==> config.mk <==
export PLATFORM = sky130hd
export DESIGN_NAME = ordered_process_table
export DESIGN_NICKNAME = d
export VERILOG_FILES = /design/src/design/opt_pkg.sv /design/src/design/opt_ctrl.sv /design/src/design/opt_dp.sv /design/src/design/ordered_process_table.sv
export SDC_FILE = /design/constraint.sdc
export NUM_CORES = 1
export LEC_CHECK = 0
export BUFFER_PORTS_ARGS = -buffer_cell sky130_fd_sc_hd__buf_2
export CORE_MARGIN = 2
export CORE_UTILIZATION = 35
export DETAILED_ROUTE_END_ITERATION = 8
export SLEW_MARGIN = 40
export SYNTH_ARGS = -nofsm -noshare
export SYNTH_HDL_FRONTEND = slang
export SYNTH_HIERARCHICAL = 1
export SYNTH_SLANG_ARGS = --single-unit
export TNS_END_PERCENT = 20
==> constraint.sdc <==
create_clock -name clk -period 10.16 [get_ports clk]
set_clock_uncertainty 0.15 [all_clocks]
set_input_delay 0 -clock clk [delete_from_list [all_inputs] [get_ports clk]]
set_output_delay 0 -clock clk [all_outputs]
set_load 0.03 [all_outputs]
==> src/design/opt_pkg.sv <==
package opt_pkg;

  localparam int IN_W       = 48;
  localparam int OUT_W      = 64;
  localparam int LIST_LIMIT = 16;

  localparam logic [23:0] TOTAL_MAX = 24'hFFFFFF;

  localparam logic [2:0] CMD_ADD    = 3'd0;
  localparam logic [2:0] CMD_FIND   = 3'd1;
  localparam logic [2:0] CMD_MODIFY = 3'd2;
  localparam logic [2:0] CMD_DELETE = 3'd3;
  localparam logic [2:0] CMD_TOTAL  = 3'd4;
  localparam logic [2:0] CMD_LIST   = 3'd5;

  localparam logic [1:0] ST_OK       = 2'd0;
  localparam logic [1:0] ST_NOTFOUND = 2'd1;
  localparam logic [1:0] ST_FULL     = 2'd2;
  localparam logic [1:0] ST_EMPTY    = 2'd3;

  localparam logic [1:0] PRI_HIGH = 2'd2;

  typedef struct packed {
    logic [15:0] id;
    logic [1:0]  pri;
    logic [19:0] mem;
  } entry_t;

  typedef enum logic [2:0] {
    RES_OK,
    RES_NOTFOUND,
    RES_FULL,
    RES_EMPTY,
    RES_ENTRY,
    RES_MODIFIED,
    RES_TOTAL,
    RES_LIST
  } res_kind_t;

  // controller -> datapath
  typedef struct packed {
    logic      cap;
    logic      rd_issue;
    logic      ptr_load_hit;
    logic      acc_en;
    logic      wr_append;
    logic      wr_modify;
    logic      wr_shift;
    logic      cnt_inc;
    logic      cnt_dec;
    logic      out_load;
    res_kind_t res;
  } ctrl_t;

  // datapath -> controller
  typedef struct packed {
    logic [2:0] cmd;
    logic       full;
    logic       empty;
    logic       ptr_lt_cnt;
    logic       rd_vld;
    logic       rd_hit;
    logic       out_free;
    logic       list_last;
  } stat_t;

endpackage

==> src/design/opt_ctrl.sv <==
module opt_ctrl (
  input  logic          clk,
  input  logic          rst_n,
  input  logic          in_valid,
  output logic          in_ready,
  input  opt_pkg::stat_t st,
  output opt_pkg::ctrl_t cmd
);

  typedef enum logic [3:0] {
    S_IDLE,
    S_DECODE,
    S_SCAN,
    S_SUM,
    S_LREAD,
    S_LEMIT,
    S_EMIT,
    S_EMIT_DEL,
    S_SHIFT
  } state_t;

  state_t               state_r, state_nxt;
  opt_pkg::res_kind_t   res_r, res_nxt;

  assign in_ready = (state_r == S_IDLE);

  always_comb begin
    cmd       = '0;
    cmd.res   = res_r;
    state_nxt = state_r;
    res_nxt   = res_r;
    unique case (state_r)
      S_IDLE: begin
        cmd.cap = in_valid;
        if (in_valid) state_nxt = S_DECODE;
      end
      S_DECODE: begin
        unique case (st.cmd) inside
          opt_pkg::CMD_ADD: begin
            if (st.full) begin
              res_nxt = opt_pkg::RES_FULL;
            end else begin
              cmd.wr_append = 1'b1;
              cmd.cnt_inc   = 1'b1;
              res_nxt       = opt_pkg::RES_OK;
            end
            state_nxt = S_EMIT;
          end
          opt_pkg::CMD_FIND, opt_pkg::CMD_MODIFY, opt_pkg::CMD_DELETE: state_nxt = S_SCAN;
          opt_pkg::CMD_TOTAL: state_nxt = S_SUM;
          opt_pkg::CMD_LIST: begin
            if (st.empty) begin
              res_nxt   = opt_pkg::RES_EMPTY;
              state_nxt = S_EMIT;
            end else begin
              state_nxt = S_LREAD;
            end
          end
          default: state_nxt = S_IDLE;
        endcase
      end
      S_SCAN: begin
        // stop issuing once the first match is seen so its read data holds
        cmd.rd_issue = st.ptr_lt_cnt && !st.rd_hit;
        if (st.rd_hit) begin
          if (st.cmd == opt_pkg::CMD_MODIFY) begin
            cmd.wr_modify = 1'b1;
            res_nxt       = opt_pkg::RES_MODIFIED;
            state_nxt     = S_EMIT;
          end else if (st.cmd == opt_pkg::CMD_DELETE) begin
            res_nxt   = opt_pkg::RES_ENTRY;
            state_nxt = S_EMIT_DEL;
          end else begin
            res_nxt   = opt_pkg::RES_ENTRY;
            state_nxt = S_EMIT;
          end
        end else if (!st.rd_vld && !st.ptr_lt_cnt) begin
          res_nxt   = opt_pkg::RES_NOTFOUND;
          state_nxt = S_EMIT;
        end
      end
      S_SUM: begin
        cmd.rd_issue = st.ptr_lt_cnt;
        cmd.acc_en   = st.rd_vld;
        if (!st.rd_vld && !st.ptr_lt_cnt) begin
          res_nxt   = opt_pkg::RES_TOTAL;
          state_nxt = S_EMIT;
        end
      end
      S_LREAD: begin
        cmd.rd_issue = 1'b1;
        state_nxt    = S_LEMIT;
      end
      S_LEMIT: begin
        cmd.res = opt_pkg::RES_LIST;
        if (st.out_free) begin
          cmd.out_load = 1'b1;
          state_nxt    = st.list_last ? S_IDLE : S_LREAD;
        end
      end
      S_EMIT: begin
        if (st.out_free) begin
          cmd.out_load = 1'b1;
          state_nxt    = S_IDLE;
        end
      end
      S_EMIT_DEL: begin
        if (st.out_free) begin
          cmd.out_load     = 1'b1;
          cmd.ptr_load_hit = 1'b1;
          state_nxt        = S_SHIFT;
        end
      end
      S_SHIFT: begin
        // close the gap: read entry i+1, write it back at i
        cmd.rd_issue = st.ptr_lt_cnt;
        cmd.wr_shift = st.rd_vld;
        if (!st.rd_vld && !st.ptr_lt_cnt) begin
          cmd.cnt_dec = 1'b1;
          state_nxt   = S_IDLE;
        end
      end
      default: state_nxt = S_IDLE;
    endcase
  end

  always_ff @(posedge clk) begin
    if (!rst_n) begin
      state_r <= S_IDLE;
      res_r   <= opt_pkg::RES_OK;
    end else begin
      state_r <= state_nxt;
      res_r   <= res_nxt;
    end
  end

endmodule

==> src/design/opt_dp.sv <==
module opt_dp #(
  parameter int TABLE_DEPTH = 16
) (
  input  logic                      clk,
  input  logic                      rst_n,
  input  logic [opt_pkg::IN_W-1:0]  in_data,
  input  logic                      out_ready,
  output logic                      out_valid,
  output logic [opt_pkg::OUT_W-1:0] out_data,
  output logic                      out_last,
  input  opt_pkg::ctrl_t            cmd,
  output opt_pkg::stat_t            st
);

  localparam int IW = $clog2(TABLE_DEPTH);
  localparam int CW = $clog2(TABLE_DEPTH + 1);
  localparam logic [CW-1:0] DEPTH_C = CW'(TABLE_DEPTH);
  localparam logic [CW-1:0] LIST_N  =
    CW'((TABLE_DEPTH < opt_pkg::LIST_LIMIT) ? TABLE_DEPTH : opt_pkg::LIST_LIMIT);

  opt_pkg::entry_t mem_r [TABLE_DEPTH];

  logic [2:0]      cap_cmd_r;
  logic [15:0]     cap_id_r;
  logic [1:0]      cap_pri_r;
  logic [19:0]     cap_mem_r;
  logic [CW-1:0]   cnt_r;
  logic [CW-1:0]   ptr_r;
  logic [IW-1:0]   rd_idx_r;
  logic            rd_vld_r;
  opt_pkg::entry_t rd_data_r;
  logic [23:0]     acc_r;
  logic            out_valid_r;
  logic [opt_pkg::OUT_W-1:0] out_data_r;
  logic            out_last_r;

  logic [1:0]      in_pri;
  logic [24:0]     sum;
  logic [CW-1:0]   rd_next;
  logic            wr_en;
  logic [IW-1:0]   wr_addr;
  opt_pkg::entry_t wr_data;
  logic [1:0]      o_status;
  logic [15:0]     o_id;
  logic [1:0]      o_pri;
  logic [19:0]     o_mem;
  logic [23:0]     o_total;
  logic            o_last;

  assign in_pri  = (in_data[20:19] > opt_pkg::PRI_HIGH) ? opt_pkg::PRI_HIGH : in_data[20:19];
  assign sum     = {1'b0, acc_r} + {5'b0, rd_data_r.mem};
  assign rd_next = CW'(rd_idx_r) + CW'(1);

  assign st.cmd        = cap_cmd_r;
  assign st.full       = (cnt_r == DEPTH_C);
  assign st.empty      = (cnt_r == '0);
  assign st.ptr_lt_cnt = (ptr_r < cnt_r);
  assign st.rd_vld     = rd_vld_r;
  assign st.rd_hit     = rd_vld_r && (rd_data_r.id == cap_id_r);
  assign st.out_free   = !out_valid_r || out_ready;
  assign st.list_last  = (rd_next == cnt_r) || (rd_next == LIST_N);

  // single write port
  always_comb begin
    wr_en   = 1'b0;
    wr_addr = cnt_r[IW-1:0];
    wr_data = '{id: cap_id_r, pri: cap_pri_r, mem: cap_mem_r};
    if (cmd.wr_append) begin
      wr_en = 1'b1;
    end else if (cmd.wr_modify) begin
      wr_en      = 1'b1;
      wr_addr    = rd_idx_r;
      wr_data.id = rd_data_r.id;
    end else if (cmd.wr_shift) begin
      wr_en   = 1'b1;
      wr_addr = rd_idx_r - IW'(1);
      wr_data = rd_data_r;
    end
  end

  always_ff @(posedge clk) begin
    if (wr_en) mem_r[wr_addr] <= wr_data;
    if (cmd.rd_issue) begin
      rd_data_r <= mem_r[ptr_r[IW-1:0]];
      rd_idx_r  <= ptr_r[IW-1:0];
    end
  end

  always_ff @(posedge clk) begin
    if (cmd.cap) begin
      cap_cmd_r <= in_data[2:0];
      cap_id_r  <= in_data[18:3];
      cap_pri_r <= in_pri;
      cap_mem_r <= in_data[40:21];
    end
    if (cmd.cap) begin
      acc_r <= '0;
    end else if (cmd.acc_en) begin
      acc_r <= sum[24] ? opt_pkg::TOTAL_MAX : sum[23:0];
    end
  end

  always_ff @(posedge clk) begin
    if (!rst_n) begin
      cnt_r    <= '0;
      ptr_r    <= '0;
      rd_vld_r <= 1'b0;
    end else begin
      rd_vld_r <= cmd.rd_issue;
      if (cmd.cnt_inc) begin
        cnt_r <= cnt_r + CW'(1);
      end else if (cmd.cnt_dec) begin
        cnt_r <= cnt_r - CW'(1);
      end
      if (cmd.cap) begin
        ptr_r <= '0;
      end else if (cmd.ptr_load_hit) begin
        ptr_r <= rd_next;
      end else if (cmd.rd_issue) begin
        ptr_r <= ptr_r + CW'(1);
      end
    end
  end

  always_comb begin
    o_status = opt_pkg::ST_OK;
    o_id     = '0;
    o_pri    = '0;
    o_mem    = '0;
    o_total  = '0;
    o_last   = 1'b1;
    case (cmd.res)
      opt_pkg::RES_NOTFOUND: o_status = opt_pkg::ST_NOTFOUND;
      opt_pkg::RES_FULL:     o_status = opt_pkg::ST_FULL;
      opt_pkg::RES_EMPTY:    o_status = opt_pkg::ST_EMPTY;
      opt_pkg::RES_ENTRY: begin
        o_id  = rd_data_r.id;
        o_pri = rd_data_r.pri;
        o_mem = rd_data_r.mem;
      end
      opt_pkg::RES_MODIFIED: begin
        o_id  = rd_data_r.id;
        o_pri = cap_pri_r;
        o_mem = cap_mem_r;
      end
      opt_pkg::RES_TOTAL: o_total = acc_r;
      opt_pkg::RES_LIST: begin
        o_id   = rd_data_r.id;
        o_pri  = rd_data_r.pri;
        o_mem  = rd_data_r.mem;
        o_last = st.list_last;
      end
      default: o_status = opt_pkg::ST_OK;
    endcase
  end

  always_ff @(posedge clk) begin
    if (!rst_n) begin
      out_valid_r <= 1'b0;
    end else if (cmd.out_load) begin
      out_valid_r <= 1'b1;
    end else if (out_ready) begin
      out_valid_r <= 1'b0;
    end
    if (cmd.out_load) begin
      out_data_r <= {o_total, o_mem, o_pri, o_id, o_status};
      out_last_r <= o_last;
    end
  end

  assign out_valid = out_valid_r;
  assign out_data  = out_data_r;
  assign out_last  = out_last_r;

endmodule

==> src/design/ordered_process_table.sv <==
// Ordered process table: up to TABLE_DEPTH entries (id, priority, memory) kept
// in insertion order, with add, find, modify, delete, total and list requests.
// Input channel in_*: one request per accepted beat. Output channel out_*:
// one result per request, or one per listed entry for a list request, with
// out_tlast marking the final result of a request. Unknown commands give none.
// Operation, N = number of stored entries (at most TABLE_DEPTH):
//   add: no table scan before the result register.
//   find / modify: up to N entries scanned, one entry compared per cycle
//   through the single read port of the entry memory.
//   delete: scanned as find, then the result, then the later entries close up
//   at one per cycle; the next request is taken once they have.
//   total: up to N entries summed, one saturating add per cycle.
//   list: each entry is read, then emitted, in a read-then-emit loop.
// The next request is taken while the last result still waits in the output
// register; a stalled receiver holds the block only when it must emit again.
// Reset empties the table (entry count to zero) and drops any pending result.
module ordered_process_table #(
  parameter int TABLE_DEPTH = 16
) (
  input  logic                      clk,
  input  logic                      rst_n,
  input  logic                      in_tvalid,
  output logic                      in_tready,
  // [2:0] command, [18:3] proc_id, [20:19] priority_in, [40:21] memory_in
  input  logic [opt_pkg::IN_W-1:0]  in_tdata,
  output logic                      out_tvalid,
  input  logic                      out_tready,
  // [1:0] status, [17:2] found_id, [19:18] found_priority,
  // [39:20] found_memory, [63:40] memory_total
  output logic [opt_pkg::OUT_W-1:0] out_tdata,
  output logic                      out_tlast
);

  opt_pkg::ctrl_t ctrl;
  opt_pkg::stat_t stat;

  opt_ctrl u_ctrl (
    .clk      (clk),
    .rst_n    (rst_n),
    .in_valid (in_tvalid),
    .in_ready (in_tready),
    .st       (stat),
    .cmd      (ctrl)
  );

  opt_dp #(
    .TABLE_DEPTH (TABLE_DEPTH)
  ) u_dp (
    .clk       (clk),
    .rst_n     (rst_n),
    .in_data   (in_tdata),
    .out_ready (out_tready),
    .out_valid (out_tvalid),
    .out_data  (out_tdata),
    .out_last  (out_tlast),
    .cmd       (ctrl),
    .st        (stat)
  );

endmodule

==> metrics.yaml <==
cts.reportedPaths.clkPinSlew_ps: 60
ys_seq_area_frac: 0.7213
synthesis.nets: 1812
stdcell_area_mm2: 0.03842
wire_per_inst_um: 23.21
timing_worst_setup_path_type: "reg -> reg"
numCtsBuffers: 83
yosysMostFrequentCell: "edfxtp_1"
core_mm2: 0.09291
drt_iter0_markers: 1343
required_ps: 10270
io_pins: 119
cts_buffer_depth: 3
slew_headroom: 0.4373
drv_cap: 0
grt_overflow_total: 0
clock-sinks: 799
yosysTopAreaCellShare: 0.6949
netlist_top_cells_count: "756 x edfxtp_1, 190 x mux4_2, 84 x nor2_1, 68 x and2_1, 66 x nand2_1"
met1_length_um: 33130
holdWs_ps: 25.94
cellPowerDensity_mw_per_mm2: 208.5
htree_levels: 3
endpoint_kind: "register"
avgViaCountPerCell: 5.164
dp_hpwl_um: 42930
num_vias: 16901
grt_usage: 0.1596
clkLatencyLatePin_ps: 630
post_cts.repair.setup_buffers: 0
finalSetupViolCount: 0
rsz0062_at_grt: "no"
ys_ff_latch: 799
outcome: "finished, final reports clean"
power_w: 0.008012
final_nets: 2040
cts_root_buffer: "clkbuf_16"
syn_area_mm2: 0.03267
drt_pass1_iterations: 5
area_growth_pct: 17.61
antenna_found_initial: 1
syn_inst: 1727
rows: 112
floorplan.initialDensity: 0.3516
crit_fanout: 23
period_share: 0.5118
stdcell_count: 3273
grt_pass1_wl_um: 112400
die_w_um: 309.5
tightest_slew_ps: 844.0
dr_wl_met3_um: 4231
dr_wl_met2_um: 36990
nFillCells: 8181
synth_top_cell_by_area: "edfxtp_1"
grt_pass1_vias: 17525
ir_drop_v: 0.0001210
drcViolationCount: 0
gp_congestion: 0.7848
ys.flop_type: "edfxtp_1"
yosysWarnings: 6
worst_hold_path_type: "in -> reg"
synth_area_leaders: "edfxtp_1 69%, mux4_2 13%, dfxtp_1 2.6%"
synth_cell_type_count: 81
grt_max_degree: 74
top_layer: "met4"
slew_violations: 0
cp-start-kind: "register"
die_h_um: 309.5
diodes: 0
syn_area_per_cell_um2: 18.92
cp.arrival_ps: 5310
die_area_mm2: 0.09580
leakage_nw: 12.01
io_buffers: 111
cts_tree: "done"
ys_async_sr_fraction: 0
place_area_mm2: 0.03493
hold_viol: 0
synth-edff-count: 756
fmax_mhz: 192.3
tns_ps: 0
numPlacedInstances: 3041
drive_gt1_frac: 0.2734
postRouteAntennaNets: 0
totalWireLength_um: 75970
period_needed_ps: 5200
## final timing paths
path | cells after the start | slack [ps] | end | startpoint
hold reg to reg | 2 | 310 | u_ctrl/res_r[2] | u_ctrl/res_r[2]
setup reg to reg | 14 | 4960 | u_dp/mem_r[0][3] | u_dp/cap_id_r[2]
hold / removal | 2 | 30 | u_dp/cap_id_r[13] | in_tdata[16]
setup / recovery | 14 | 4960 | u_dp/mem_r[0][3] | u_dp/cap_id_r[2]
## repair_timing
item / in CTS / in global routing
endpoints found under the hold margin: 85 / 0
hold buffers: 82 / 0
setup endpoints to repair: 0 / 0
resized for setup: 0 / 0
## report_power, final
group	switching, W	internal (W)	leakage (nW)
Combinational	0.000656	0.000407	3.60
Clock	0.00125	0.00170	1.27
Sequential	0.000111	0.00389	7.14
## worst max-delay path: stages (launching register included)
cell	delay [ps]
edfxtp_1	400
xnor2_1	390
nand4_1	150
nor4_1	420
buf_4	230
and3_1	230
and3_1	220
and3_1	380
o21bai_2	90
buf_4	240
nand2_1	100
o21ai_0	140
or2_2	430
nor2_4	670
buf_4	530
## state kept, by name, summed over array words and instances (netlist names)
signal          cells
u_ctrl/res_r        3
u_ctrl/state_r      4
u_dp/acc_r         24
u_dp/cap_cmd_r      3
u_dp/cap_id_r      16
u_dp/cap_mem_r     20
u_dp/cap_pri_r      2
u_dp/cnt_r          5
u_dp/mem_r        608
u_dp/out_data      64
u_dp/out_last       1
u_dp/out_valid      1
u_dp/ptr_r          5
u_dp/rd_data_r     38
u_dp/rd_idx_r       4
u_dp/rd_vld_r       1
## cell families after synthesis
family	synth area share
adders and majority gates	0.01310
AOI/OAI and AO/OA	0.03692
and+or+nand+nor	0.04933
xor gates and xnor gates	0.01233
buffers and inverters	0.01390
DFF	0.7213
muxes	0.1531
## layout make-up
class / instances / area, um2 / area share
flip-flops and latches: 799 / 23580 / 0.6137
multi-input cells: 823 / 8813 / 0.2294
clock inverters: 49 / 474.2 / 0.01234
inverters: 18 / 67.56 / 0.001759
clock buffers: 100 / 2162 / 0.05628
well taps: 1254 / 1569 / 0.04084
repair buffers: 230 / 1755 / 0.04569
## per-layer routing
layer  global-route usage  up-vias
met5                    0        -
met4              0.04821        0
met3              0.02309      111
met2               0.2630      506
met1               0.2198     8848
li1                     -     7436
## metrics by stage
stage / util / worst slack (ps)
final: 0.4135 / 4960
after floorplan: - / 5312
after global routing: 0.4135 / 4753
after CTS: 0.4131 / 4873
after global placement: 0.3748 / 5028
after detailed placement: 0.3759 / 4888
## layout by cell type, fill, tap and decap left out, drive strengths merged, types with 8 or more instances in the layout
cell type | netlist | layout
edfxtp | 756 | 756
mux4 | 190 | 190
buf | 31 | 148
clkbuf | 55 | 100
nor2 | 85 | 85
dlygate4sd3 | 0 | 82
and2 | 69 | 69
nand2 | 67 | 67
o21ai | 44 | 44
dfxtp | 43 | 43
mux2 | 39 | 39
a21oi | 38 | 38
clkinv | 0 | 35
xnor2 | 34 | 34
ha | 31 | 31
mux2i | 28 | 28
nand3 | 21 | 21
inv | 18 | 20
a211oi | 20 | 20
a21o | 15 | 15
nor3 | 12 | 12
xor2 | 12 | 12
nor2b | 10 | 10
a311oi | 10 | 10
and3 | 8 | 8
(Power assumes the default switching activity.)
